[src/hw/rtl/spectrum_bar_level_peak_hold_defines.svh]
// ----------------------------------------------------------------------------
// Spectrum bar level with peak hold - assertion macros
// Shared concurrent assertion forms, clocked on clk and disabled in reset.
// ----------------------------------------------------------------------------
`ifndef SPECTRUM_BAR_LEVEL_PEAK_HOLD_DEFINES_SVH
`define SPECTRUM_BAR_LEVEL_PEAK_HOLD_DEFINES_SVH

// same-cycle implication
`define SBLPH_ASSERT_NOW(label, ante, cons, msg) \
	label: assert property (@(posedge clk) disable iff (!arst_n) (ante) |-> (cons)) \
		else $error(msg);

// next-cycle implication
`define SBLPH_ASSERT_NEXT(label, ante, cons, msg) \
	label: assert property (@(posedge clk) disable iff (!arst_n) (ante) |=> (cons)) \
		else $error(msg);

`endif

[src/hw/rtl/sblph_pkg.sv]
// ----------------------------------------------------------------------------
// sblph_pkg
// Types and constants shared by the spectrum bar level / peak hold block.
// ----------------------------------------------------------------------------
package sblph_pkg;

	localparam int BAR_W  = 6;
	localparam int DB_W   = 16;
	localparam int FRAC_W = 16;
	localparam int AGE_W  = 8;

	localparam logic [AGE_W-1:0] AGE_MAX = 8'hFF;

	// 80 dB span in Q8.8; norm = d * 16 / 5 through a reciprocal multiply
	localparam logic [DB_W-1:0] NORM_SPAN  = 16'd20480;
	localparam logic [19:0]     NORM_RECIP = 20'd838861;
	localparam int              NORM_SHIFT = 22;

	localparam int WORK_Q_DEPTH = 4;
	localparam int RES_Q_DEPTH  = 4;

	localparam int APB_ADDR_W = 4;
	localparam int APB_DATA_W = 32;

	localparam logic signed [DB_W-1:0] FLOOR_DB_RST    = -16'sd20480;
	localparam logic [FRAC_W-1:0]      SMOOTH_RST      = 16'd22938;
	localparam logic [AGE_W-1:0]       HOLD_ITEMS_RST  = 8'd25;
	localparam logic [FRAC_W-1:0]      PEAK_DECAY_RST  = 16'd62259;

	typedef enum logic [1:0] {
		REG_FLOOR_DB   = 2'd0,
		REG_SMOOTH     = 2'd1,
		REG_HOLD_ITEMS = 2'd2,
		REG_PEAK_DECAY = 2'd3
	} reg_idx_t;

	typedef struct packed {
		logic signed [DB_W-1:0] floor_db;
		logic [FRAC_W-1:0]      smooth_factor;
		logic [AGE_W-1:0]       peak_hold_items;
		logic [FRAC_W-1:0]      peak_decay;
	} cfg_t;

	// classified item handed from the front to the back
	typedef struct packed {
		logic [BAR_W-1:0]  bar;
		logic              in_range;
		logic [FRAC_W-1:0] norm;
	} work_t;

	typedef struct packed {
		logic [BAR_W-1:0]  bar_out;
		logic [FRAC_W-1:0] level;
		logic [FRAC_W-1:0] peak;
	} res_t;

endpackage

[src/hw/rtl/sblph_if.sv]
// ----------------------------------------------------------------------------
// sblph_if
// Valid/ready channels for bar samples and bar results.
// ----------------------------------------------------------------------------
interface sblph_sample_if;
	logic              valid;
	logic              ready;
	logic [5:0]        bar;
	logic signed [15:0] raw_db;

	modport source (output valid, output bar, output raw_db, input ready);
	modport sink   (input valid, input bar, input raw_db, output ready);
endinterface

interface sblph_result_if;
	logic        valid;
	logic        ready;
	logic [5:0]  bar_out;
	logic [15:0] level;
	logic [15:0] peak;

	modport source (output valid, output bar_out, output level, output peak, input ready);
	modport sink   (input valid, input bar_out, input level, input peak, output ready);
endinterface

[src/hw/rtl/sblph_ram.sv]
// ----------------------------------------------------------------------------
// sblph_ram
// Generic single-write, single-read RAM with registered read (old data on
// a same-address collision).
// ----------------------------------------------------------------------------
module sblph_ram #(
	parameter int WIDTH = 16,
	parameter int DEPTH = 64,
	parameter int AW    = (DEPTH > 1) ? $clog2(DEPTH) : 1
) (
	input  logic             clk,
	input  logic             we,
	input  logic [AW-1:0]    waddr,
	input  logic [WIDTH-1:0] wdata,
	input  logic [AW-1:0]    raddr,
	output logic [WIDTH-1:0] rdata
);

	logic [WIDTH-1:0] mem_q [DEPTH];

	always_ff @(posedge clk) begin
		rdata <= mem_q[raddr];
		if (we) begin
			mem_q[waddr] <= wdata;
		end
	end

endmodule

[src/hw/rtl/sblph_fifo.sv]
// ----------------------------------------------------------------------------
// sblph_fifo
// Small flop-based first-in first-out queue with fill count.
// ----------------------------------------------------------------------------
module sblph_fifo #(
	parameter int WIDTH = 8,
	parameter int DEPTH = 4,
	parameter int CW    = $clog2(DEPTH + 1)
) (
	input  logic             clk,
	input  logic             arst_n,
	input  logic             push,
	input  logic [WIDTH-1:0] push_data,
	input  logic             pop,
	output logic [WIDTH-1:0] pop_data,
	output logic             full,
	output logic             empty,
	output logic [CW-1:0]    count
);

	localparam int PW = (DEPTH > 1) ? $clog2(DEPTH) : 1;
	localparam logic [PW-1:0] LAST = PW'(DEPTH - 1);

	logic [WIDTH-1:0] mem_q [DEPTH];
	logic [PW-1:0]    wr_ptr_q;
	logic [PW-1:0]    rd_ptr_q;
	logic [CW-1:0]    count_q;

	assign pop_data = mem_q[rd_ptr_q];
	assign full     = (count_q == CW'(DEPTH));
	assign empty    = (count_q == '0);
	assign count    = count_q;

	always_ff @(posedge clk) begin
		if (push) begin
			mem_q[wr_ptr_q] <= push_data;
		end
	end

	always_ff @(posedge clk or negedge arst_n) begin
		if (!arst_n) begin
			wr_ptr_q <= '0;
			rd_ptr_q <= '0;
			count_q  <= '0;
		end else begin
			if (push) begin
				wr_ptr_q <= (wr_ptr_q == LAST) ? '0 : wr_ptr_q + PW'(1);
			end
			if (pop) begin
				rd_ptr_q <= (rd_ptr_q == LAST) ? '0 : rd_ptr_q + PW'(1);
			end
			case ({push, pop})
				2'b10:   count_q <= count_q + CW'(1);
				2'b01:   count_q <= count_q - CW'(1);
				default: count_q <= count_q;
			endcase
		end
	end

endmodule

[src/hw/rtl/sblph_cfg.sv]
// ----------------------------------------------------------------------------
// sblph_cfg
// APB register file: dB floor, smoothing factor, peak hold count, peak decay.
// ----------------------------------------------------------------------------
module sblph_cfg (
	input  logic                             clk,
	input  logic                             arst_n,
	input  logic                             psel,
	input  logic                             penable,
	input  logic                             pwrite,
	input  logic [sblph_pkg::APB_ADDR_W-1:0] paddr,
	input  logic [sblph_pkg::APB_DATA_W-1:0] pwdata,
	output logic [sblph_pkg::APB_DATA_W-1:0] prdata,
	output logic                             pready,
	output sblph_pkg::cfg_t                  cfg
);
	import sblph_pkg::*;

	cfg_t     cfg_q;
	reg_idx_t idx;
	logic     wr_en;

	assign idx    = reg_idx_t'(paddr[APB_ADDR_W-1:2]);
	assign wr_en  = psel && penable && pwrite;
	assign pready = 1'b1;
	assign cfg    = cfg_q;

	always_ff @(posedge clk or negedge arst_n) begin
		if (!arst_n) begin
			cfg_q.floor_db        <= FLOOR_DB_RST;
			cfg_q.smooth_factor   <= SMOOTH_RST;
			cfg_q.peak_hold_items <= HOLD_ITEMS_RST;
			cfg_q.peak_decay      <= PEAK_DECAY_RST;
		end else if (wr_en) begin
			unique case (idx)
				REG_FLOOR_DB:   cfg_q.floor_db        <= $signed(pwdata[DB_W-1:0]);
				REG_SMOOTH:     cfg_q.smooth_factor   <= pwdata[FRAC_W-1:0];
				REG_HOLD_ITEMS: cfg_q.peak_hold_items <= pwdata[AGE_W-1:0];
				REG_PEAK_DECAY: cfg_q.peak_decay      <= pwdata[FRAC_W-1:0];
			endcase
		end
	end

	always_comb begin
		unique case (idx)
			REG_FLOOR_DB:   prdata = APB_DATA_W'(cfg_q.floor_db);
			REG_SMOOTH:     prdata = APB_DATA_W'(cfg_q.smooth_factor);
			REG_HOLD_ITEMS: prdata = APB_DATA_W'(cfg_q.peak_hold_items);
			REG_PEAK_DECAY: prdata = APB_DATA_W'(cfg_q.peak_decay);
		endcase
	end

endmodule

[src/hw/rtl/sblph_front.sv]
// ----------------------------------------------------------------------------
// sblph_front
// Accepts bar samples, checks the bar index and normalizes the dB value to a
// Q0.16 fraction of the 80 dB span above the floor.
// ----------------------------------------------------------------------------
module sblph_front #(
	parameter int BAR_COUNT = 64
) (
	input  logic                          clk,
	input  logic                          arst_n,
	sblph_sample_if.sink                  sample,
	input  logic signed [sblph_pkg::DB_W-1:0] floor_db,
	output logic                          wq_push,
	output sblph_pkg::work_t              wq_data,
	input  logic                          wq_full
);
	import sblph_pkg::*;

	logic signed [DB_W:0] diff;
	logic [DB_W-1:0]      d;
	logic [DB_W+3:0]      d_x16;
	logic [DB_W+23:0]     prod;
	logic [FRAC_W-1:0]    norm;
	logic                 accept;

	logic  s1_valid_q;
	work_t item_s1;

	// clip at the floor: a negative distance is zero
	assign diff = $signed({sample.raw_db[DB_W-1], sample.raw_db})
		- $signed({floor_db[DB_W-1], floor_db});
	assign d     = diff[DB_W] ? '0 : diff[DB_W-1:0];
	assign d_x16 = {d, 4'b0000};
	assign prod  = d_x16 * NORM_RECIP;
	assign norm  = (d >= NORM_SPAN) ? {FRAC_W{1'b1}} : prod[NORM_SHIFT+FRAC_W-1:NORM_SHIFT];

	assign sample.ready = !s1_valid_q || !wq_full;
	assign accept       = sample.valid && sample.ready;
	assign wq_push      = s1_valid_q && !wq_full;
	assign wq_data      = item_s1;

	always_ff @(posedge clk) begin
		if (accept) begin
			item_s1.bar      <= sample.bar;
			item_s1.in_range <= (int'(sample.bar) < BAR_COUNT);
			item_s1.norm     <= norm;
		end
	end

	always_ff @(posedge clk or negedge arst_n) begin
		if (!arst_n) begin
			s1_valid_q <= 1'b0;
		end else if (accept) begin
			s1_valid_q <= 1'b1;
		end else if (wq_push) begin
			s1_valid_q <= 1'b0;
		end
	end

endmodule

[src/hw/rtl/sblph_back.sv]
// ----------------------------------------------------------------------------
// sblph_back
// Per-bar read-modify-write: level average in the first stage, peak hold and
// decay in the second, with forwarding and a credited result queue.
// ----------------------------------------------------------------------------
`include "spectrum_bar_level_peak_hold_defines.svh"

module sblph_back #(
	parameter int BAR_COUNT = 64
) (
	input  logic             clk,
	input  logic             arst_n,
	input  sblph_pkg::cfg_t  cfg,
	input  logic             wq_empty,
	input  sblph_pkg::work_t wq_data,
	output logic             wq_pop,
	sblph_result_if.source   result
);
	import sblph_pkg::*;

	localparam int AW    = (BAR_COUNT > 1) ? $clog2(BAR_COUNT) : 1;
	localparam int OQ_CW = $clog2(RES_Q_DEPTH + 1);
	localparam int PK_W  = FRAC_W + AGE_W;

	// result queue
	logic             oq_push;
	logic             oq_pop;
	res_t             oq_in;
	res_t             oq_out;
	logic             oq_full;
	logic             oq_empty;
	logic [OQ_CW-1:0] oq_count;
	logic [OQ_CW:0]   in_flight;

	// stage 1: level
	logic              b1_valid_q;
	work_t             item_b1;
	logic              lvl_vld_b1;
	logic [FRAC_W-1:0] lvl_rd;
	logic [FRAC_W-1:0] old_lvl;
	logic signed [FRAC_W:0]     lvl_diff;
	logic signed [2*FRAC_W+1:0] lvl_prod;
	logic [FRAC_W-1:0] lvl_new;
	logic              lvl_we;
	logic              lvl_fwd;
	logic [BAR_COUNT-1:0] lvl_vld_q;

	// stage 2: peak
	logic              b2_valid_q;
	work_t             item_b2;
	logic [FRAC_W-1:0] level_b2;
	logic              pk_vld_b2;
	logic [PK_W-1:0]   pk_rd;
	logic [FRAC_W-1:0] old_peak;
	logic [AGE_W-1:0]  old_age;
	logic [2*FRAC_W-1:0] decay_prod;
	logic [AGE_W-1:0]  age_inc;
	logic [FRAC_W-1:0] new_peak;
	logic [AGE_W-1:0]  new_age;
	logic              pk_we;
	logic              pk_fwd;
	logic [BAR_COUNT-1:0] pk_vld_q;

	// last peak write, kept for the next item, whose RAM read does not yet see it
	logic              last_valid_q;
	logic [BAR_W-1:0]  last_bar_q;
	logic [FRAC_W-1:0] last_peak_q;
	logic [AGE_W-1:0]  last_age_q;

	logic [AW-1:0] head_addr;
	logic [AW-1:0] b1_addr;
	logic [AW-1:0] b2_addr;

	assign head_addr = AW'(wq_data.bar);
	assign b1_addr   = AW'(item_b1.bar);
	assign b2_addr   = AW'(item_b2.bar);

	// pop only with room reserved for every item still in the pipeline
	assign in_flight = {1'b0, oq_count} + (OQ_CW+1)'(b1_valid_q) + (OQ_CW+1)'(b2_valid_q);
	assign wq_pop    = !wq_empty && (in_flight < (OQ_CW+1)'(RES_Q_DEPTH));

	// ---------------- stage 1 ----------------
	sblph_ram #(.WIDTH(FRAC_W), .DEPTH(BAR_COUNT), .AW(AW)) u_level_ram (
		.clk   (clk),
		.we    (lvl_we),
		.waddr (b1_addr),
		.wdata (lvl_new),
		.raddr (head_addr),
		.rdata (lvl_rd)
	);

	assign lvl_fwd = b2_valid_q && item_b2.in_range && (item_b2.bar == item_b1.bar);

	always_comb begin
		if (lvl_fwd) begin
			old_lvl = level_b2;
		end else if (lvl_vld_b1) begin
			old_lvl = lvl_rd;
		end else begin
			old_lvl = '0;
		end
	end

	// level = old + floor(s * (norm - old) / 2^16)
	assign lvl_diff = $signed({1'b0, item_b1.norm}) - $signed({1'b0, old_lvl});
	assign lvl_prod = $signed({1'b0, cfg.smooth_factor}) * lvl_diff;
	assign lvl_new  = old_lvl + lvl_prod[2*FRAC_W-1:FRAC_W];
	assign lvl_we   = b1_valid_q && item_b1.in_range;

	always_ff @(posedge clk) begin
		lvl_vld_b1 <= lvl_vld_q[head_addr];
		if (wq_pop) begin
			item_b1 <= wq_data;
		end
		if (b1_valid_q) begin
			item_b2  <= item_b1;
			level_b2 <= lvl_new;
		end
	end

	// ---------------- stage 2 ----------------
	sblph_ram #(.WIDTH(PK_W), .DEPTH(BAR_COUNT), .AW(AW)) u_peak_ram (
		.clk   (clk),
		.we    (pk_we),
		.waddr (b2_addr),
		.wdata ({new_peak, new_age}),
		.raddr (b1_addr),
		.rdata (pk_rd)
	);

	assign pk_fwd = last_valid_q && (last_bar_q == item_b2.bar);

	always_comb begin
		if (pk_fwd) begin
			old_peak = last_peak_q;
			old_age  = last_age_q;
		end else if (pk_vld_b2) begin
			old_peak = pk_rd[PK_W-1:AGE_W];
			old_age  = pk_rd[AGE_W-1:0];
		end else begin
			old_peak = '0;
			old_age  = '0;
		end
	end

	assign decay_prod = old_peak * cfg.peak_decay;
	assign age_inc    = (old_age == AGE_MAX) ? old_age : old_age + AGE_W'(1);

	always_comb begin
		if (level_b2 >= old_peak) begin
			new_peak = level_b2;
			new_age  = '0;
		end else begin
			new_age  = age_inc;
			new_peak = (age_inc > cfg.peak_hold_items) ?
				decay_prod[2*FRAC_W-1:FRAC_W] : old_peak;
		end
	end

	assign pk_we = b2_valid_q && item_b2.in_range;

	always_ff @(posedge clk) begin
		pk_vld_b2 <= pk_vld_q[b1_addr];
		if (pk_we) begin
			last_bar_q  <= item_b2.bar;
			last_peak_q <= new_peak;
			last_age_q  <= new_age;
		end
	end

	always_ff @(posedge clk or negedge arst_n) begin
		if (!arst_n) begin
			b1_valid_q   <= 1'b0;
			b2_valid_q   <= 1'b0;
			last_valid_q <= 1'b0;
			lvl_vld_q    <= '0;
			pk_vld_q     <= '0;
		end else begin
			b1_valid_q   <= wq_pop;
			b2_valid_q   <= b1_valid_q;
			last_valid_q <= pk_we;
			if (lvl_we) begin
				lvl_vld_q[b1_addr] <= 1'b1;
			end
			if (pk_we) begin
				pk_vld_q[b2_addr] <= 1'b1;
			end
		end
	end

	// ---------------- result queue ----------------
	assign oq_push       = b2_valid_q;
	assign oq_in.bar_out = item_b2.bar;
	assign oq_in.level   = item_b2.in_range ? level_b2 : '0;
	assign oq_in.peak    = item_b2.in_range ? new_peak : '0;

	sblph_fifo #(.WIDTH($bits(res_t)), .DEPTH(RES_Q_DEPTH), .CW(OQ_CW)) u_res_q (
		.clk       (clk),
		.arst_n    (arst_n),
		.push      (oq_push),
		.push_data (oq_in),
		.pop       (oq_pop),
		.pop_data  (oq_out),
		.full      (oq_full),
		.empty     (oq_empty),
		.count     (oq_count)
	);

	assign result.valid   = !oq_empty;
	assign oq_pop         = result.valid && result.ready;
	assign result.bar_out = oq_out.bar_out;
	assign result.level   = oq_out.level;
	assign result.peak    = oq_out.peak;

	`SBLPH_ASSERT_NOW(a_res_q_room, oq_push, !oq_full || oq_pop, "result queue overflow")
	`SBLPH_ASSERT_NOW(a_credit_bound, 1'b1, in_flight <= (OQ_CW+1)'(RES_Q_DEPTH), "credit exceeded")
	`SBLPH_ASSERT_NEXT(a_b1_fill, wq_pop, b1_valid_q, "popped item missing in stage 1")
	`SBLPH_ASSERT_NEXT(a_b2_fill, b1_valid_q, b2_valid_q && oq_push, "stage 1 item lost")

endmodule

[src/hw/rtl/spectrum_bar_level_peak_hold.sv]
// Path: a sample's result passes the front stage, work queue, level stage, peak stage and
// result queue, each registered, before it is valid.
// Throughput: one sample per cycle while results are taken, back to back on any bar mix; the
// level and peak read-modify-write loops forward the previous write so repeated bars do not stall.
// Reset: config returns to its defaults, queues empty, and per-bar valid bits clear so every
// bar's level, peak and age read as zero at once; no clearing pass.
// ----------------------------------------------------------------------------
// spectrum_bar_level_peak_hold
// Smoothed spectrum bar level with peak hold and decay, per bar index.
// ----------------------------------------------------------------------------
module spectrum_bar_level_peak_hold #(
	parameter int BAR_COUNT = 64
) (
	input  logic                             clk,
	input  logic                             arst_n,
	sblph_sample_if.sink                     sample,
	sblph_result_if.source                   result,
	input  logic                             psel,
	input  logic                             penable,
	input  logic                             pwrite,
	input  logic [sblph_pkg::APB_ADDR_W-1:0] paddr,
	input  logic [sblph_pkg::APB_DATA_W-1:0] pwdata,
	output logic [sblph_pkg::APB_DATA_W-1:0] prdata,
	output logic                             pready
);
	import sblph_pkg::*;

	localparam int WQ_CW = $clog2(WORK_Q_DEPTH + 1);

	cfg_t             cfg;
	logic             wq_push;
	work_t            wq_in;
	logic             wq_pop;
	work_t            wq_out;
	logic             wq_full;
	logic             wq_empty;
	logic [WQ_CW-1:0] wq_count;

	sblph_cfg u_cfg (
		.clk     (clk),
		.arst_n  (arst_n),
		.psel    (psel),
		.penable (penable),
		.pwrite  (pwrite),
		.paddr   (paddr),
		.pwdata  (pwdata),
		.prdata  (prdata),
		.pready  (pready),
		.cfg     (cfg)
	);

	sblph_front #(.BAR_COUNT(BAR_COUNT)) u_front (
		.clk      (clk),
		.arst_n   (arst_n),
		.sample   (sample),
		.floor_db (cfg.floor_db),
		.wq_push  (wq_push),
		.wq_data  (wq_in),
		.wq_full  (wq_full)
	);

	sblph_fifo #(.WIDTH($bits(work_t)), .DEPTH(WORK_Q_DEPTH), .CW(WQ_CW)) u_work_q (
		.clk       (clk),
		.arst_n    (arst_n),
		.push      (wq_push),
		.push_data (wq_in),
		.pop       (wq_pop),
		.pop_data  (wq_out),
		.full      (wq_full),
		.empty     (wq_empty),
		.count     (wq_count)
	);

	sblph_back #(.BAR_COUNT(BAR_COUNT)) u_back (
		.clk      (clk),
		.arst_n   (arst_n),
		.cfg      (cfg),
		.wq_empty (wq_empty),
		.wq_data  (wq_out),
		.wq_pop   (wq_pop),
		.result   (result)
	);

	`include "spectrum_bar_level_peak_hold_defines.svh"

	`SBLPH_ASSERT_NOW(a_wq_count, wq_push, wq_count < WQ_CW'(WORK_Q_DEPTH), "work queue overflow")
	`SBLPH_ASSERT_NOW(a_wq_pop, wq_pop, wq_count != '0, "work queue underflow")
	`SBLPH_ASSERT_NEXT(a_wq_fill, wq_push && !wq_pop, wq_count != '0, "pushed item not counted")

endmodule
[src/flat_wrapper.sv]
// flat-port wrapper written by rule: the top's interface ports become plain ports
module spectrum_bar_level_peak_hold_flat import sblph_pkg::*;
#(
	parameter int BAR_COUNT = 64
)
  (clk, arst_n, psel, penable, pwrite, paddr, pwdata, prdata, pready, sample_valid, sample_bar, sample_raw_db, sample_ready, result_valid, result_bar_out, result_level, result_peak, result_ready);
  sblph_sample_if sample_i ();
  sblph_result_if result_i ();
  input  logic clk;
  input  logic arst_n;
  input  logic psel;
  input  logic penable;
  input  logic pwrite;
  input  logic [sblph_pkg::APB_ADDR_W-1:0] paddr;
  input  logic [sblph_pkg::APB_DATA_W-1:0] pwdata;
  output logic [sblph_pkg::APB_DATA_W-1:0] prdata;
  output logic pready;
  input wire logic [$bits(sample_i.valid)-1:0] sample_valid;
  input wire logic [$bits(sample_i.bar)-1:0] sample_bar;
  input wire logic [$bits(sample_i.raw_db)-1:0] sample_raw_db;
  output wire logic [$bits(sample_i.ready)-1:0] sample_ready;
  output wire logic [$bits(result_i.valid)-1:0] result_valid;
  output wire logic [$bits(result_i.bar_out)-1:0] result_bar_out;
  output wire logic [$bits(result_i.level)-1:0] result_level;
  output wire logic [$bits(result_i.peak)-1:0] result_peak;
  input wire logic [$bits(result_i.ready)-1:0] result_ready;
  assign sample_i.valid = sample_valid;
  assign sample_i.bar = sample_bar;
  assign sample_i.raw_db = sample_raw_db;
  assign sample_ready = sample_i.ready;
  assign result_valid = result_i.valid;
  assign result_bar_out = result_i.bar_out;
  assign result_level = result_i.level;
  assign result_peak = result_i.peak;
  assign result_i.ready = result_ready;
  spectrum_bar_level_peak_hold #(.BAR_COUNT(BAR_COUNT)) u_core (.clk(clk), .arst_n(arst_n), .sample(sample_i), .result(result_i), .psel(psel), .penable(penable), .pwrite(pwrite), .paddr(paddr), .pwdata(pwdata), .prdata(prdata), .pready(pready));
endmodule
[config.mk]
export PLATFORM = sky130hd
export DESIGN_NAME = spectrum_bar_level_peak_hold_flat
export DESIGN_NICKNAME = d
export VERILOG_FILES = /design/src/hw/rtl/sblph_pkg.sv /design/src/hw/rtl/sblph_if.sv /design/src/hw/rtl/sblph_ram.sv /design/src/hw/rtl/sblph_fifo.sv /design/src/hw/rtl/sblph_cfg.sv /design/src/hw/rtl/sblph_front.sv /design/src/hw/rtl/sblph_back.sv /design/src/hw/rtl/spectrum_bar_level_peak_hold.sv /design/src/flat_wrapper.sv
export VERILOG_INCLUDE_DIRS = /design/src /design/src/hw/rtl
export SDC_FILE = /design/constraint.sdc
export NUM_CORES = 2
export LEC_CHECK = 0
export ABC_AREA = 0
export ABC_CLOCK_PERIOD_IN_PS = 14350
export BUFFER_PORTS_ARGS = -buffer_cell sky130_fd_sc_hd__buf_2
export CORE_MARGIN = 1.5
export CORE_UTILIZATION = 50
export DETAILED_ROUTE_END_ITERATION = 16
export PLACE_DENSITY = 0.67
export SLEW_MARGIN = 5
export SYNTH_ARGS = -nofsm -noshare
export SYNTH_HDL_FRONTEND = slang
export SYNTH_SLANG_ARGS = --single-unit
[constraint.sdc]
create_clock -name clk -period 14.35 [get_ports clk]
set_clock_uncertainty 0.15 [all_clocks]
set_input_delay 2.87 -clock clk [delete_from_list [all_inputs] [get_ports clk]]
set_output_delay 2.87 -clock clk [all_outputs]
set_load 0.005 [all_outputs]
# After elaboration in Yosys (flattened, before gate mapping)
# Memory sizes are Yosys's and may differ from the RTL's. A register that Yosys moved wholly into a read port is not among the register bits.
# Cells that the tools add are included.
[totals] ff_bits=302 latchBits=0 ram_bits=2800 rom_bits=0 in_bits=65 output_inout_bits=73 word_cells=141 mem_count=4
[memory_table] name="u_core.u_back.u_peak_ram.mem_q" words=64 word_bits=24 read_ports=1 rd_clocked_by_memory_dff=1 wr=1 line_no="sblph_ram.sv:19" source="logic [WIDTH-1:0] mem_q [DEPTH];"
[memory_table] name="u_core.u_back.u_level_ram.mem_q" words=64 word_bits=16 read_ports=1 rd_clocked_by_memory_dff=1 wr=1 line_no="sblph_ram.sv:19"
[memory_table] name="u_core.u_back.u_res_q.mem_q" words=4 word_bits=38 read_ports=1 rd_clocked_by_memory_dff=0 wr=1 line_no="sblph_fifo.sv:24" source="logic [WIDTH-1:0] mem_q [DEPTH];"
[memory_table] name="u_core.u_work_q.mem_q" words=4 word_bits=22 read_ports=1 rd_clocked_by_memory_dff=0 wr=1 line_no="sblph_fifo.sv:24"
[classes] add_sub_neg=14 multipliers=3 div_mod_pow=0 order_cmp=9 eq_ne=15 shift=0 n_mux=38 bitwise=2 n_reduce_logical=27
[ops] op="16-bit two-way mux" n=9
[ops] op="64-bit OR" n=2
[ops] op="32-bit case mux with 4 select lines" n=1
[ops] op="16-bit by 20-bit multiplier with 34-bit output (second input constant)" n=1
[ops] op="16-bit by 16-bit subtractor with 17-bit output" n=2
[ops] op="16-bit by 16-bit multiplier with 32-bit output" n=1
[ops] op="17-bit by 17-bit multiplier with 32-bit output" n=1
[ops] op="8-bit two-way mux" n=4
[ops] op="6-bit by 7-bit < comparator with 1-bit output (second input constant)" n=3
[ops] op="16-bit adder" n=1
[ops] op="2-bit equality test (second input constant)" n=8
[ops] op="16-bit by 15-bit >= comparator with 1-bit output (second input constant)" n=1
[ops] op="16-bit >= comparator" n=1
[ops] op="1-bit two-way mux" n=14
[ops] op="1-bit binary-select mux with 6-bit select" n=2
[ops] op="1-bit demux with 6-bit select" n=2
[ops] op="6-bit equality test" n=2
[ops] op="6-bit by 1-bit >= comparator with 1-bit output (second input constant)" n=2
[ops] op="1-bit logical AND" n=12
[ops] op="3-bit case mux with 2 select lines" n=2
[ops] op="2-bit by 1-bit adder with 2-bit output (second input constant)" n=4
[ops] op="8-bit by 1-bit adder with 8-bit output (second input constant)" n=1
[ops] op="8-bit equality test (second input constant)" n=1
[ops] op="8-bit > comparator" n=1
[ops] op="14 further kinds" n=30

# Depth between registers and ports, before layout
[depth] word_depth=9 ltp_mapped=51

# Cells and area by module
# A second synthesis with hierarchy kept.
[hier_totals] cells_unflattened=8713 hier_area_um2=146785.8
[by_module_without_submodules] mod="sblph_ram (u_core.u_back.u_peak_ram)" n_inst=1 cells_each=2610 area_per_inst_um2=59295.6 seq_area_each_um2=46604.7
[by_module_without_submodules] mod="sblph_ram (u_core.u_back.u_level_ram)" n_inst=1 cells_each=1829 area_per_inst_um2=40042.2 seq_area_each_um2=31069.8
[by_module_without_submodules] mod="sblph_back" n_inst=1 cells_each=2987 area_per_inst_um2=28487.3 seq_area_each_um2=5600.4
[by_module_without_submodules] mod="sblph_front" n_inst=1 cells_each=711 area_per_inst_um2=6527.5 seq_area_each_um2=685.7
[by_module_without_submodules] mod="sblph_fifo (u_core.u_back.u_res_q)" n_inst=1 cells_each=237 area_per_inst_um2=5949.5 seq_area_each_um2=4739.5
[by_module_without_submodules] mod="sblph_fifo (u_core.u_work_q)" n_inst=1 cells_each=159 area_per_inst_um2=3781.1 seq_area_each_um2=2937.8
[by_module_without_submodules] mod="sblph_cfg" n_inst=1 cells_each=180 area_per_inst_um2=2702.6 seq_area_each_um2=1431.4

# Least setup slack after synthesis
# OpenSTA, ideal clock, no wires.
[synth_path] kind="reg-to-reg" from="register u_core.u_back.b2_valid_q" to="register u_core.u_back.level_b2[13], data pin" t_arrival_ps=12502 path_slack_ps=1125 path_stages_with_launch=44 path_cell_list="dfrtp_1 -> and4_1 -> buf_2 -> nand2_1 -> o21ai_0 -> ha_1 -> inv_1 -> fa_1 -> o311ai_1 -> a221oi_1 -> nor2_1 -> o21ai_1 -> maj3_1 -> maj3_1 -> xor2_1 -> buf_2 -> nand2_1 -> fa_1 -> [8 not listed] -> fa_1 -> inv_1 -> ha_1 -> a21oi_1 -> nor2b_1 -> o21ai_0 -> and3_1 -> a21o_4 -> a21oi_2 -> or3_1 -> a31oi_1 -> xnor2_1 -> ha_1 -> a21o_1 -> a21o_1 -> a21oi_1 -> o41ai_2 -> xnor2_1"
[synth_via] elab_chain_cells=6
[synth_rtl] item="from (decl)" line_no="sblph_back.sv:49" source="logic b2_valid_q;"
[synth_rtl] item="from (signal assigned)" line_no="sblph_back.sv:180" source="b2_valid_q <= b1_valid_q;"
[synth_rtl] item="1-bit logical AND * (2 in a row)" line_no="sblph_back.sv:92" source="assign lvl_fwd = b2_valid_q && item_b2.in_range && (item_b2.bar == item_b1.bar);"
[synth_rtl] item="16-bit two-way mux *" line_no="sblph_back.sv:95" source="if (lvl_fwd) begin"
[synth_rtl] item="16-bit by 16-bit subtractor with 17-bit output" line_no="sblph_back.sv:105" source="assign lvl_diff = $signed({1'b0, item_b1.norm}) - $signed({1'b0, old_lvl});"
[synth_rtl] item="17-bit by 17-bit multiplier with 32-bit output" line_no="sblph_back.sv:106" source="assign lvl_prod = $signed({1'b0, cfg.smooth_factor}) * lvl_diff;"
[synth_rtl] item="16-bit adder *" line_no="sblph_back.sv:107" source="assign lvl_new = old_lvl + lvl_prod[2*FRAC_W-1:FRAC_W];"
[synth_rtl] item="via u_core.u_back.lvl_new[13]" line_no="sblph_back.sv:43" source="logic [FRAC_W-1:0] lvl_new;"
[synth_rtl] item="to (signal assigned)" line_no="sblph_back.sv:117" source="level_b2 <= lvl_new;"
[synth_rtl] item="to (decl)" line_no="sblph_back.sv:51" source="logic [FRAC_W-1:0] level_b2;"
# Mark *: on every way through the listed nets, which the timed path passes. The rest lies on a longest branch.
# A chain may end at the register's enable or synchronous reset.

# Final worst setup path
[layout_path] from="register u_core.u_back.item_b2 (netlist bit u_core.u_back.b2_addr[2])" to="memory u_core.u_back.u_level_ram.mem_q[128][15], in the netlist u_core.u_back.u_level_ram.mem_q[32][15], data pin"
[layout_via] elab_chain_cells=6
[layout_rtl] item="from (decl)" line_no="sblph_back.sv:50" source="work_t item_b2;"
[layout_rtl] item="from (signal assigned)" line_no="sblph_back.sv:116" source="item_b2 <= item_b1;"
[layout_rtl] item="6-bit equality test *" line_no="sblph_back.sv:92"
[layout_rtl] item="1-bit logical AND *" line_no="sblph_back.sv:92"
[layout_rtl] item="16-bit two-way mux *" line_no="sblph_back.sv:95"
[layout_rtl] item="16-bit by 16-bit subtractor with 17-bit output" line_no="sblph_back.sv:105"
[layout_rtl] item="17-bit by 17-bit multiplier with 32-bit output" line_no="sblph_back.sv:106"
[layout_rtl] item="16-bit adder *" line_no="sblph_back.sv:107"
[layout_rtl] item="via u_core.u_back.lvl_new[15]" line_no="sblph_back.sv:43"
[layout_rtl] item="to (decl)" line_no="sblph_ram.sv:19"
# Marked as above.

==> reports/metrics.cfg <==
[status]
status=completed

[clock_tree]
cts_tree=built
cts_max_path_buffers=4
cts.clk_slew.worst_paths_ps=60
cts_root_buf=clkbuf_16
clock_latency_ps=900
cts.sinks=3140
htreeDepth=5
cts_buffers=311

[floorplanning]
dieArea_sq_um=285000
start_util=0.503
pin_count=138
coreArea_sq_um=280000
num_rows=194
die_width_um=533
die_h_um=533

[final_layout]
final_common_cell=edfxtp_1
mostFrequentLayoutCells=edfxtp_1 (2,896), inv_1 (711), nand2_1 (517)
fin_nets=9841
final_area_sq_um=157000
fillCellCount=21200
drive_gt1_frac=0.186
syn2layout_area_growth_pct=11.8

[min_path]
hp-class=flop to flop

[setup_path]
crit_path_start=u_core.u_back.b2_addr[2]
timing.rr.end=u_core.u_back.u_level_ram.mem_q[32][15]
slowest_delay_ps=800
path_class=flop to flop
ff2ff_path_depth=44
endpoint_kind=flop
crit_path_start_kind=flop
cp.arrival_ps=13780
cp_max_fo=65
r2r-start=u_core.u_back.b2_addr[2]
r2r_slack_ps=850
cp_common_cell=fa_1
endpoint=u_core.u_back.u_level_ram.mem_q[32][15]
required_ps=14630
crit_path_top_delay_cell=xnor3_4

[logic_synthesis]
yosysWarnings=0
synth_edf_count=2896
async_flop_share=0.0643
syn-num-nets=9577
avgSynthCellArea_sq_um=16.3
synth.cell_area_sq_um=141000
ys_types=104
synth.area.top_cells=edfxtp_1 (62%), fa_1 (6.9%), mux4_2 (6.5%), ha_1 (3.7%), dfrtp_1 (3.2%)
ys_seq_area_frac=0.660
synth_ff_type=edfxtp_1
synthCells=8617
ys_ff_latch=3140
yosys.area.top_type=edfxtp_1
synth_top_area_frac=0.618

[timing]
relSlewSlack=0.143
period_needed_ps=13500
fmax_mhz=74.1
tightest_slew_ps=1290
hold_viol=0
slew_violations=0
setup_viol=0
rsz0062_at_grt=no
timing.final.crit_share=0.941
fin_setup_tns_ps=0

[job]
maxCapViolations=0

[global_routing]
grt_pass1_wl_um=544000
grt_use_total=0.261
overflow=0
antenna_found_initial=18
grt_pass1_vias=80700
grt_max_degree=128

[placement]
hpwl_um=222000
portBuffers=118
gp_congestion=0.904
placed_area_sq_um=147000

[routing]
wl_um=371000
via_per_inst=6.17
drc=0
routedWlPerCell_um=28.8
ant_nets=0
drt_iter0_drc=9135
route.vias.total=79400
first_pass_iters=6

-- sequential cells by signal (all words and copies together) (netlist names), 3 cells and up --
signal	count
u_core.u_back.u_res_q.count	3
u_core.u_back.last_bar_q	6
u_core.u_back.u_peak_ram.mem_q	1536
u_core.u_back.u_peak_ram.rdata	24
u_core.u_back.last_peak_q	16
u_core.u_front.wq_data	22
u_core.u_back.item_b1	16
u_core.u_back.b2_addr	6
u_core.u_back.lvl_vld_q	64
u_core.u_back.b1_addr	6
u_core.u_back.u_res_q.mem_q	152
u_core.u_back.level_b2	16
u_core.u_work_q.count	3
u_core.u_back.u_level_ram.rdata	16
u_core.u_back.u_level_ram.mem_q	1024
u_core.u_work_q.mem_q	88
u_core.u_back.last_age_q	8
u_core.u_cfg.cfg	56
u_core.u_back.pk_vld_q	64
-- worst min-delay path by stage --
| stage | from | cells after the start | to |
|---|---|---|---|
| 2_1_floorplan | u_core.u_back.b1_addr[0] | 0 | u_core.u_back.b2_addr[0] |
| 3_3_place_gp | u_core.u_back.lvl_vld_q[34] | 1 | u_core.u_back.lvl_vld_q[34] |
| 3_5_place_dp | u_core.u_back.lvl_vld_q[20] | 1 | u_core.u_back.lvl_vld_q[20] |
| 4_1_cts | u_core.u_back.lvl_vld_q[54] | 1 | u_core.u_back.lvl_vld_q[54] |
| 5_1_grt | u_core.u_back.pk_vld_q[14] | 1 | u_core.u_back.pk_vld_q[14] |
| 6_report | u_core.u_back.lvl_vld_q[30] | 1 | u_core.u_back.lvl_vld_q[30] |
-- Yosys cell counts, types with 6 or more instances --
cell	count
buf_1	94
edfxtp_1	2896
a22o_1	162
o211ai_1	8
a211oi_1	6
mux4_2	408
a21oi_1	135
nand2_1	518
nand3_1	51
inv_1	711
and3b_1	12
nor3_1	25
nand4_1	48
nor3b_1	7
dfstp_2	24
o21a_1	17
or3b_2	6
nor2b_1	41
o21bai_1	9
mux2i_1	38
nand2b_1	17
a21o_1	52
dfrtp_1	178
or3_1	16
dfxtp_1	42
and2_1	167
and3_1	27
a31oi_1	177
o21ai_0	97
nor2_1	239
xor2_1	28
ha_1	413
a22oi_1	476
nand4b_1	6
mux2_2	65
fa_1	482
buf_2	9
nand3b_1	15
or2_2	142
nor4_1	34
a221oi_1	164
clkbuf_1	323
buf_4	21
xnor2_1	83
o21ai_1	22
-- timing repair --
action | in CTS | in global routing
hold buffers | 0 | 0
setup buffers | 0 | 0
setup endpoints to repair | 0 | 65
resized for setup | 0 | 1
-- worst max-delay path: cells and delay by family, from the launching register on --
| family | cells | cell delay (ps) |
|---|---|---|
| fa+ha+maj | 11 | 4760 |
| compound gates | 15 | 3670 |
| xor+xnor | 3 | 1120 |
| buf+inv | 6 | 660 |
| simple gates | 9 | 1850 |
| flops | 1 | 740 |
-- metal layers --
| layer | track usage | vias to the layer above | routed length, um | part of all wire |
|---|---|---|---|---|
| met5 | 0 | - | 27 | 0.000073 |
| met4 | 0.0950 | 4 | 14600 | 0.039 |
| met3 | 0.0434 | 611 | 35000 | 0.094 |
| met2 | 0.420 | 4107 | 176000 | 0.47 |
| met1 | 0.360 | 41400 | 145000 | 0.39 |
| li1 | - | 33300 | - | - |
-- layout make-up --
class / instances / area, sq um / area share
clock buffers: 405 / 8510 / 0.0541
flip-flops and latches: 3140 / 92900 / 0.591
well taps: 3724 / 4660 / 0.0296
diodes: 10 / 25.0 / 0.000159
repair buffers: 402 / 2850 / 0.0181
clock inverters: 160 / 1610 / 0.0102
multi-input cells: 4313 / 44100 / 0.280
inverters: 713 / 2680 / 0.0170
-- kinds of logic (layout without fill, tap and decap cells) --
| group | after synthesis | after routing | synth area share |
|---|---|---|---|
| DFF | 3140 | 3140 | 0.660 |
| AOI/OAI and AO/OA | 1392 | 1392 | 0.0722 |
| and+or+nand+nor | 1391 | 1391 | 0.0489 |
| buffers and inverters | 1164 | 1680 | 0.0319 |
| adders and majority gates | 901 | 901 | 0.106 |
| muxes | 511 | 511 | 0.0732 |
| xor gates and xnor gates | 117 | 117 | 0.00765 |
| other | 1 | 11 | 0.0000267 |
-- stage by stage --
stage	std cells	setup slack (ps)	hold slack (ps)	util
4_1_cts	12900	550	317	0.562
5_1_grt	12900	217	323	0.563
3_3_place_gp	12300	952	294	0.526
3_5_place_dp	12300	659	299	0.526
6_report	12900	848	313	0.563
2_1_floorplan	8617	1120	278	-
Power is left out: the tool's default activity adds up to more than one toggle a clock period on the data nets, which glitch-free logic cannot reach.
